## config.mk

```make
export PLATFORM = sky130hd
export DESIGN_NAME = ti_sqrt
export DESIGN_NICKNAME = d
export VERILOG_FILES = /design/src/ti_pkg.sv /design/src/ti_sqrt.sv
export SDC_FILE = /design/constraint.sdc
export NUM_CORES = 2
export LEC_CHECK = 0
export BUFFER_PORTS_ARGS = -buffer_cell sky130_fd_sc_hd__buf_4
export CORE_MARGIN = 2
export CORE_UTILIZATION = 60
export DETAILED_ROUTE_END_ITERATION = 12
export MAX_ROUTING_LAYER = met4
export PLACE_DENSITY = 0.87
export SYNTH_ARGS = -nofsm -noshare
export SYNTH_HDL_FRONTEND = slang
export SYNTH_SLANG_ARGS = --single-unit
```

## constraint.sdc

```tcl
create_clock -name clk -period 4.69 [get_ports clk]
set_clock_uncertainty 0.05 [all_clocks]
set_input_delay 0.938 -clock clk [delete_from_list [all_inputs] [get_ports clk]]
set_output_delay 0.938 -clock clk [all_outputs]
set_load 0.02 [all_outputs]
```

## src/ti_pkg.sv

```systemverilog
`timescale 1ns / 1ps
// ----------------------------------------------------------------------------
// ti_pkg
// Widths and pipeline depths shared by the triangle incenter modules.
// ----------------------------------------------------------------------------
package ti_pkg;

  localparam int COORD_W = 16;
  localparam int DIFF_W  = COORD_W + 1;
  localparam int SQ_W    = 2 * DIFF_W;
  localparam int D2_W    = 33;
  localparam int FRAC_W  = 8;
  localparam int RAD_W   = 50;
  localparam int ROOT_W  = 25;
  localparam int RREM_W  = 28;
  localparam int PROD_W  = ROOT_W + 1 + COORD_W;
  localparam int NUM_W   = PROD_W + 2;
  localparam int DEN_W   = ROOT_W + 2;
  localparam int DVD_W   = 52;
  localparam int DVS_W   = DEN_W + 1;
  localparam int QUO_W   = 25;
  localparam int OUT_W   = 24;

  localparam int LAT = 3 + ROOT_W + 3 + QUO_W + 1;

  typedef struct packed {
    logic signed [COORD_W-1:0] ax;
    logic signed [COORD_W-1:0] ay;
    logic signed [COORD_W-1:0] bx;
    logic signed [COORD_W-1:0] by_coord;
    logic signed [COORD_W-1:0] cx;
    logic signed [COORD_W-1:0] cy;
  } tri_t;

  typedef struct packed {
    logic neg_x;
    logic neg_y;
    logic degenerate;
  } flags_t;

endpackage

```

## src/ti_sqrt.sv

```systemverilog
`timescale 1ns / 1ps
// ----------------------------------------------------------------------------
// ti_sqrt
// Pipelined integer square root, one result bit per register stage.
// ----------------------------------------------------------------------------
module ti_sqrt
  import ti_pkg::*;
(
  input  logic              clk,
  input  logic              en,
  input  logic [RAD_W-1:0]  radicand,
  output logic [ROOT_W-1:0] root
);

  logic [RREM_W-1:0] rem_q  [ROOT_W];
  logic [ROOT_W-1:0] root_q [ROOT_W];
  logic [RAD_W-1:0]  rad_q  [ROOT_W];

  for (genvar s = 0; s < ROOT_W; s++) begin : g_stage
    logic [RREM_W-1:0] r_in;
    logic [ROOT_W-1:0] q_in;
    logic [RAD_W-1:0]  n_in;
    logic [RREM_W-1:0] r_sh;
    logic [RREM_W-1:0] trial;
    logic              take;

    if (s == 0) begin : g_first
      assign r_in = '0;
      assign q_in = '0;
      assign n_in = radicand;
    end else begin : g_next
      assign r_in = rem_q[s-1];
      assign q_in = root_q[s-1];
      assign n_in = rad_q[s-1];
    end

    assign r_sh  = {r_in[RREM_W-3:0], n_in[RAD_W-1 -: 2]};
    assign trial = {1'b0, q_in, 2'b01};
    assign take  = (r_sh >= trial);

    always_ff @(posedge clk) begin
      if (en) begin
        root_q[s] <= {q_in[ROOT_W-2:0], take};
      end
    end

    if (s < ROOT_W - 1) begin : g_carry
      always_ff @(posedge clk) begin
        if (en) begin
          rem_q[s] <= take ? r_sh - trial : r_sh;
          rad_q[s] <= {n_in[RAD_W-3:0], 2'b00};
        end
      end
    end
  end

  assign root = root_q[ROOT_W-1];

endmodule

```

==> flow_summary.yaml <==
place:
  dpl.hpwl_um: 91100
  gp_congestion: 0.933
  placedCellCount: 6856
  place.port_buffers: 76
  dpl_cell_area_sq_um: 72600
setup_path:
  r2r_setup_slack_ns: 0.83
  critical_path.startpoint_type: "flip-flop"
  worstReg2RegEnd: "rem_q[2][119]$_DFFE_PP_"
  r2r-start: "rem_q[2][84]$_DFFE_PP_"
  cp.required_ns: 5.15
  crit_type: "flip-flop to flip-flop"
  arrival_ns: 4.32
  rr_worst_depth: 9
  cp-end-kind: "flip-flop"
  crit_path_max_fanout: 27
floorplanning:
  die_w_um: 345
  start_util_pct: 60.3
  core_sq_um: 116000
  io_pins: 77
  die-area_sq_um: 119000
  die_h_um: 345
  num_rows: 125
pwr:
  power.density_nw_per_um2: 472
  ir_drop_uv: 353
  p_leak_nw: 29.8
finish:
  layoutNonFillerInstCount: 7124
  postLayoutCellArea_sq_um: 77300
  syn2layout_area_growth_pct: 10.8
  fillers: 7721
  final_nets: 5889
  drive_gt1_share_pct: 7.97
grt:
  track_usage_pct: 23.6
  antenna_found_initial: 1
  grt_pass1_vias: 41700
  overflow: 0
  grt_max_degree: 143
  grt_pass1_wl_um: 216000
cts:
  root_buffer: "clkbuf_16"
  clockBufferDepth: 3
  path_clk_slew_ns: 0.06
  numCtsBuffers: 151
  cts_setup_buffers: 0
  clkLatencyLatePin_ns: 0.76
  cts_max_level: 4
  cts_tree: "done"
  hold_buffers: 0
  numClockSinks: 1514
  ctsResizeCount: 0
logic_synthesis:
  synthFlopType: "edfxtp_1"
  synthCells: 5288
  synth_area_per_cell_sq_um: 13.2
  synth-edff-count: 1514
  yosysWarnings: 0
  synthDistinctLibCells: 89
  synth_nets: 5692
  synthArstFlopShare_pct: 0
  ys_seq_area_share_pct: 65.2
  netlist_area_sq_um: 69800
  ys_seq_elements: 1514
detailed_routing:
  drc: 0
  vias_per_cell: 5.91
  wl_um: 136000
  vias: 42100
  wl_per_cell_um: 19.1
  ant_nets: 0
  drt_iter0_drc: 3686
  drt_pass1_iterations: 6
sta:
  fin_crit_ns: 3.86
  rsz0062_at_grt: "no"
  setup_viol: 0
  slew-limit-headroom_pct: 24.1
  maxSlewViolCount: 0
  fmax_mhz: 259
  whs_ns: 0.293
  hold_viol: 0
  min_period_over_period_pct: 82.3
  fin_tns_setup_ns: 0
  worstMarginPinSlew_ns: 1.11
hold_path:
  whs_endpoint: "rad_q[0][19]$_DFFE_PP_"
  worstHoldStart: "radicand[19]"
  min_path_type: "input pin to flip-flop"
  hold_depth: 1
outcome:
  outcome: "complete, no violations"
job:
  drv_cap: 0
routing by layer:
metal	global-route usage [%]	wire length, um	up-vias
li1	-	-	19900
met1	28.7	54200	20200
met2	39.1	67100	1606
met3	4.13	9300	374
met4	9.87	5350	0
met5	-	0	-
flip-flops by register name (all words and copies together) (netlist names):
name	count
root_q	325
rem_q	589
rad_q	600
area by class of cell:
class                      count  area (sq um)  share of cell area, %
tap                         1524          1910                   2.47
multi-input combinational   3255         22400                   29.0
inverter                     430          1610                   2.09
antenna                        1          2.50                0.00324
clock buffer                 185          3930                   5.08
sequential                  1514         45500                   58.8
timing repair buffer         133          1180                   1.53
clock inverter                82           812                   1.05
worst max-delay path: stages (launching register included):
cell,delay (ns)
edfxtp_1,0.42
ha_1,0.43
nand2b_1,0.14
a21oi_1,0.34
o21ai_0,0.28
a31oi_1,0.46
nor2_1,0.16
o311ai_4,0.52
buf_4,0.40
mux2_2,0.38
worst max-delay path by stage:
stage                         endpoint  cells past startpoint  slack (ns)                    start
2_1_floorplan   rem_q[2][32]$_DFFE_PP_                     12        1.60    rem_q[2][0]$_DFFE_PP_
3_3_place_gp    rem_q[1][13]$_DFFE_PP_                      8        1.08  rem_q[0][204]$_DFFE_PP_
3_5_place_dp   rem_q[2][126]$_DFFE_PP_                      9        1.01   rem_q[2][84]$_DFFE_PP_
4_1_cts        rem_q[2][119]$_DFFE_PP_                      9        0.93   rem_q[2][84]$_DFFE_PP_
5_1_grt         rem_q[1][25]$_DFFE_PP_                     11        0.71   root_q[7][0]$_DFFE_PP_
6_report       rem_q[2][119]$_DFFE_PP_                      9        0.83   rem_q[2][84]$_DFFE_PP_
metrics by stage:
stage,power [mW],setup WS [ns],utilization [%]
2_1_floorplan,22.9,1.60,-
3_3_place_gp,24.8,1.08,62.7
3_5_place_dp,25.0,1.01,62.7
4_1_cts,36.6,0.926,66.8
5_1_grt,38.1,0.705,66.8
6_report,36.5,0.831,66.8
kinds of logic after synthesis:
logic type               after synthesis  share of synthesized area [%]
AND/OR/NAND/NOR                     1327                           9.52
XOR/XNOR                             483                           6.06
adder cells (fa/ha/maj)              352                           6.31
flip-flops                          1514                           65.2
other                                  1                        0.00538
AO/OA/AOI/OAI                       1028                           9.09
multiplexers                          64                           1.02
buffers and inverters                519                           2.82
layout by cell type, fill, tap and decap left out, types with 29 or more instances in the layout:
cell type  count
inv_1        429
xor2_1       267
mux2_2        55
nand3_1       76
nand2b_1      73
nand4_1       54
or3_1         57
o21a_1        71
buf_4        119
clkbuf_1      33
ha_1         352
or4_1         31
nor3_1       130
a21o_1       113
edfxtp_1    1514
nand2_1      315
clkinv_1      38
nor2_1       337
nor2b_1       50
or2_2         29
xnor2_1      216
clkbuf_16    152
o21ai_0      264
a21oi_1      330
nor4_1        68
o31ai_1       29
Yosys cell counts, drive strengths merged, types with 26 or more instances:
master  instances  area, sq um
a21o          113          848
a21oi         330         1650
clkbuf         77          289
edfxtp       1514        45500
ha            352         4400
inv           429         1610
mux2           59          664
nand2         316         1200
nand2b         73          457
nand3          76          380
nand4          54          338
nor2          340         1280
nor2b          50          313
nor3          132          666
nor4           69          432
o211ai         26          195
o21a           71          533
o21ai         267         1340
o21bai         27          203
o31ai          30          225
or2            34          215
or3            58          368
or4            32          244
xnor2         216         1890
xor2          267         2340
power by group:
part | total [mW] | switching [mW] | internal, mW
clock | 11.6 | 5.03 | 6.55
combinational | 6.82 | 3.90 | 2.93
sequential | 18.1 | 1.06 | 17.0
Note: power is estimated with default switching activity, not from simulation.
