File: src/ti_pkg.sv
`timescale 1ns / 1ps
// ----------------------------------------------------------------------------
// ti_pkg
// Widths and pipeline depths shared by the triangle incenter modules.
// ----------------------------------------------------------------------------
package ti_pkg;

  localparam int COORD_W = 16;
  localparam int DIFF_W  = COORD_W + 1;
  localparam int SQ_W    = 2 * DIFF_W;
  localparam int D2_W    = 33;
  localparam int FRAC_W  = 8;
  localparam int RAD_W   = 50;
  localparam int ROOT_W  = 25;
  localparam int RREM_W  = 28;
  localparam int PROD_W  = ROOT_W + 1 + COORD_W;
  localparam int NUM_W   = PROD_W + 2;
  localparam int DEN_W   = ROOT_W + 2;
  localparam int DVD_W   = 52;
  localparam int DVS_W   = DEN_W + 1;
  localparam int QUO_W   = 25;
  localparam int OUT_W   = 24;

  localparam int LAT = 3 + ROOT_W + 3 + QUO_W + 1;

  typedef struct packed {
    logic signed [COORD_W-1:0] ax;
    logic signed [COORD_W-1:0] ay;
    logic signed [COORD_W-1:0] bx;
    logic signed [COORD_W-1:0] by_coord;
    logic signed [COORD_W-1:0] cx;
    logic signed [COORD_W-1:0] cy;
  } tri_t;

  typedef struct packed {
    logic neg_x;
    logic neg_y;
    logic degenerate;
  } flags_t;

endpackage

File: src/ti_div.sv
`timescale 1ns / 1ps
// ----------------------------------------------------------------------------
// ti_div
// Pipelined restoring divider, one quotient bit per register stage.
// Quotient must be below 2^QUO_W.
// ----------------------------------------------------------------------------
module ti_div
  import ti_pkg::*;
(
  input  logic             clk,
  input  logic             en,
  input  logic [DVD_W-1:0] dividend,
  input  logic [DVS_W-1:0] divisor,
  output logic [QUO_W-1:0] quotient
);

  logic [DVS_W-1:0] rem_q [QUO_W];
  logic [QUO_W-1:0] quo_q [QUO_W];
  logic [QUO_W-1:0] lo_q  [QUO_W];
  logic [DVS_W-1:0] dvs_q [QUO_W];

  for (genvar s = 0; s < QUO_W; s++) begin : g_stage
    logic [DVS_W-1:0] r_in;
    logic [QUO_W-1:0] q_in;
    logic [QUO_W-1:0] lo_in;
    logic [DVS_W-1:0] d_in;
    logic [DVS_W:0]   t;
    logic             take;

    if (s == 0) begin : g_first
      assign r_in  = {1'b0, dividend[DVD_W-1:QUO_W]};
      assign q_in  = '0;
      assign lo_in = dividend[QUO_W-1:0];
      assign d_in  = divisor;
    end else begin : g_next
      assign r_in  = rem_q[s-1];
      assign q_in  = quo_q[s-1];
      assign lo_in = lo_q[s-1];
      assign d_in  = dvs_q[s-1];
    end

    assign t    = {r_in, lo_in[QUO_W-1]};
    assign take = (t >= {1'b0, d_in});

    always_ff @(posedge clk) begin
      if (en) begin
        quo_q[s] <= {q_in[QUO_W-2:0], take};
      end
    end

    if (s < QUO_W - 1) begin : g_carry
      logic [DVS_W:0] t_sub;
      assign t_sub = t - {1'b0, d_in};
      always_ff @(posedge clk) begin
        if (en) begin
          rem_q[s] <= take ? t_sub[DVS_W-1:0] : t[DVS_W-1:0];
          lo_q[s]  <= {lo_in[QUO_W-2:0], 1'b0};
          dvs_q[s] <= d_in;
        end
      end
    end
  end

  assign quotient = quo_q[QUO_W-1];

endmodule

File: config.mk
export PLATFORM = sky130hd
export DESIGN_NAME = ti_div
export DESIGN_NICKNAME = d
export VERILOG_FILES = /design/src/ti_pkg.sv /design/src/ti_div.sv
export SDC_FILE = /design/constraint.sdc
export NUM_CORES = 2
export LEC_CHECK = 0
export BUFFER_PORTS_ARGS = -buffer_cell sky130_fd_sc_hd__buf_4
export CAP_MARGIN = 25
export CORE_UTILIZATION = 40
export CTS_CLUSTER_SIZE = 8
export DETAILED_ROUTE_END_ITERATION = 10
export PLACE_DENSITY = 0.64
export REMOVE_ABC_BUFFERS = 1
export SLEW_MARGIN = 20
export SYNTH_ARGS = -nofsm -noshare
export SYNTH_HDL_FRONTEND = slang
export SYNTH_SLANG_ARGS = --single-unit
File: constraint.sdc
create_clock -name clk -period 8.6 [get_ports clk]
set_clock_uncertainty 0.2 [all_clocks]
set_input_delay 0.86 -clock clk [delete_from_list [all_inputs] [get_ports clk]]
set_output_delay 0.86 -clock clk [all_outputs]
set_load 0.05 [all_outputs]
==> impl_metrics.toml <==
[sta]
setup_viol = 0
maxSlewViolCount = 0
post-route-period-util_pct = 58.22
finalHoldViolCount = 0
tightestPinTransition_ns = 1.172
tns_ns = 0
maxSlewHeadroom_pct = 19.84
rsz0062_at_grt = "no"
min_period_ns = 5.007
max_freq_ghz = 0.1997

[setup_path]
end_kind = "register"
critPathBufInv = 2
r2r_end = "rem_q[1][59]$_DFFE_PP_"
timing.rr.start = "dvs_q[1][29]$_DFFE_PP_"
reg2reg_depth = 12
crit_path_top_delay_cell = "or4_1"
crit_fanout = 49
cp-startpoint = "dvs_q[1][29]$_DFFE_PP_"
path_cells = "inv_1 > ha_1 > nor2b_1 > o31a_1 > o31ai_2 > a21oi_1 > o2111ai_1 > a31oi_1 > or4_1 > a311oi_4 > buf_4 > mux2_2"
crit_required_ns = 9.05
path_delay_family = "compound AO/OA/AOI/OAI gates"
worstSetupPathDepth = 12
cp-start-kind = "register"
rrSetupSlack_ns = 3.59
slowest_delay_ns = 0.58
endpoint = "rem_q[1][59]$_DFFE_PP_"
worstSetupPathType = "reg -> reg"
worst_ep_arrival_time_ns = 5.46

[clocking]
cts_root_buf = "clkbuf_16"
cts.reportedPaths.clkPinSlew_ns = 0.05
clock-sinks = 1969
ctsResizeCount = 0
cts_buffer_depth = 4
cts_max_level = 5
holdBufCountCts = 75
numCtsBuffers = 298
post_cts_buffers = 0
clk_latency_ns = 0.94
cts_tree = "done"

[floorplanning]
die_width_um = 507.2
core_area_sq_um = 253900
rows = 185
initial_core_util_pct = 40.21
ios = 107
die_area_sq_um = 257300
die_h_um = 507.2

[placement]
dpl.hpwl_um = 163600
placed_cell_area_sq_um = 107100
portBuffers = 106
gp_congestion = 0.9691

[cells_and_area]
most-common-layout-cells = "1969 x edfxtp_1, 884 x inv_1, 700 x ha_1"
drive_gt1_share_pct = 9.053
areaGrowthSynthToFinish_pct = 13.37
num-fill-cells = 22590
final_nets = 9640
finalInstanceArea_sq_um = 115800
final_common_cell = "edfxtp_1"

[routing]
dr.pass1.iters = 6
drc = 0
initialDrtViolationCount = 3067
post_drt_wl_per_cell_um = 18.24
ant_nets = 0
route.vias.total = 65300
viasPerCell = 5.337
drt-total-wl_um = 223200

[logic_synthesis]
synthCells = 8490
synth_simple_gate_area_share_pct = 8.322
ys.flop_type = "edfxtp_1"
netlist_area_sq_um = 102100
synthMuxAreaShare_pct = 3.061
ys_types = 86
ys_ff_latch = 1969
synthAdderAreaFrac_pct = 9.049
synth_enable_flop_cells = 1969
synth_xor_area_share_pct = 4.641
synth_warnings = 0
synth_top_family_by_area = "compound AO/OA/AOI/OAI gates"
synth_compound_area_share_pct = 13.00
syn_area_per_cell_sq_um = 12.03
synthArstFlopShare_pct = 0
yosysSeqAreaShare_pct = 57.91

[pwr]
p_int_mw = 27.88
p_seq_share_pct = 34.7
p_comb_share_pct = 42.0
netSwitchingFraction_pct = 35.59
ir_worst_vdd_mv = 0.1504
p_leak_nw = 46.52
p_sw_mw = 15.40
clock_power_share_pct = 23.3
powerDensity_nw_per_um2 = 374.0

[global_route]
antenna_found_initial = 5
grt_pass1_vias = 68490
grt_use_total_pct = 17.06
overflow = 0
grt_max_degree = 164
grt_first_pass_wirelength_um = 347900

[run]
drv_cap = 0

[status]
outcome = "completed"

[hold_path]
worstHoldPathType = "in -> reg"
## per-stage QoR
step / power [mW] / utilization, % / worst slack (ns) / hold WS (ns) / std cells
floorplan: 28.31 / - / 3.177 / 0.2003 / 8299
CTS: 43.54 / 45.55 / 3.615 / 0.002518 / 12220
detailed placement: 33.12 / 42.19 / 3.633 / 0.2045 / 11820
global route: 46.08 / 45.58 / 3.440 / 0.02829 / 12230
finish: 43.29 / 45.59 / 3.593 / 0.07454 / 12240
global placement: 32.65 / 42.16 / 3.286 / 0.2015 / 11820
## flip-flops by register name, indices dropped and copies added, names as in the netlist
| register | cells |
|---|---|
| dvs_q | 672 |
| quo_q | 325 |
| lo_q | 300 |
| rem_q | 672 |
## final cells by class
type / count / area [sq um] / area share [%]
diodes: 10 / 25.02 / 0.02162
clock buffers: 311 / 7612 / 6.576
clock inverters: 14 / 191.4 / 0.1654
inverters: 885 / 3322 / 2.870
multi-input cells: 5445 / 39090 / 33.77
flip-flops and latches: 1969 / 59130 / 51.08
well taps: 3366 / 4212 / 3.638
repair buffers: 235 / 2177 / 1.881
## synth_stat cells (all sizes together), types with 25 or more instances
master / count / area [sq um]
ha: 700 / 8758
nand4: 110 / 688.2
a211o: 25 / 219.0
nor2b: 94 / 588.1
o21ai: 583 / 2918
or2: 35 / 219.0
o21a: 77 / 578.1
nand2b: 83 / 519.3
a31oi: 71 / 459.2
edfxtp: 1969 / 59130
o31ai: 56 / 430.4
a21o: 344 / 2582
nand2: 646 / 2425
and3: 47 / 294.0
mux2i: 40 / 400.4
nor2: 351 / 1318
buf: 46 / 236.5
a211oi: 41 / 317.8
a21oi: 594 / 2973
clkbuf: 145 / 545.5
mux2: 242 / 2725
inv: 885 / 3322
o21bai: 60 / 450.4
xor2: 228 / 1997
o211ai: 36 / 275.3
xnor2: 313 / 2741
nor3: 114 / 570.6
or3: 30 / 187.7
nand3: 144 / 720.7
## cells by family after synthesis
kind of cell	Yosys count
AO/OA/AOI/OAI	2116
flip-flops	1969
buffers and inverters	1076
AND/OR/NAND/NOR	1782
multiplexers	282
XOR/XNOR	541
adder cells (fa/ha/maj)	724
## how the worst min path moves through the flow
stage	start	to	slack, ns	cells past startpoint
2_1_floorplan	lo_q[0][75]$_DFFE_PP_	lo_q[0][100]$_DFFE_PP_	0.20	0
3_3_place_gp	quo_q[4][3]$_DFFE_PP_	quo_q[5][4]$_DFFE_PP_	0.20	0
3_5_place_dp	lo_q[0][150]$_DFFE_PP_	lo_q[0][175]$_DFFE_PP_	0.20	0
4_1_cts	dividend[51]	rem_q[0][27]$_DFFE_PP_	0.003	3
5_1_grt	dividend[43]	rem_q[0][19]$_DFFE_PP_	0.03	3
6_report	dividend[51]	rem_q[0][27]$_DFFE_PP_	0.07	3
## metal layers
metal | vias to the layer above | global-route usage [%] | wire length [um]
met4 | 0 | 13.10 | 17830
met5 | - | 0 | 0
met2 | 1393 | 35.02 | 126200
li1 | 31840 | - | -
met1 | 31360 | 14.02 | 71910
met3 | 712 | 2.798 | 7219
## worst min-delay path, delay by kind of cell
kind,cells,cell delay [ns]
buffers and inverters,1,0.09
AO/OA/AOI/OAI,1,0.06
AND/OR/NAND/NOR,1,0.04
## power groups by stage
stage	logic [mW]	clock network, mW	registers, mW
finish	18.2	10.1	15.0
global route	20.1	10.8	15.2
CTS	18.1	10.4	15.0
detailed placement	18.0	0	15.2
global placement	17.5	0	15.1
floorplan	13.6	0	14.8
(Power assumes the default switching activity.)
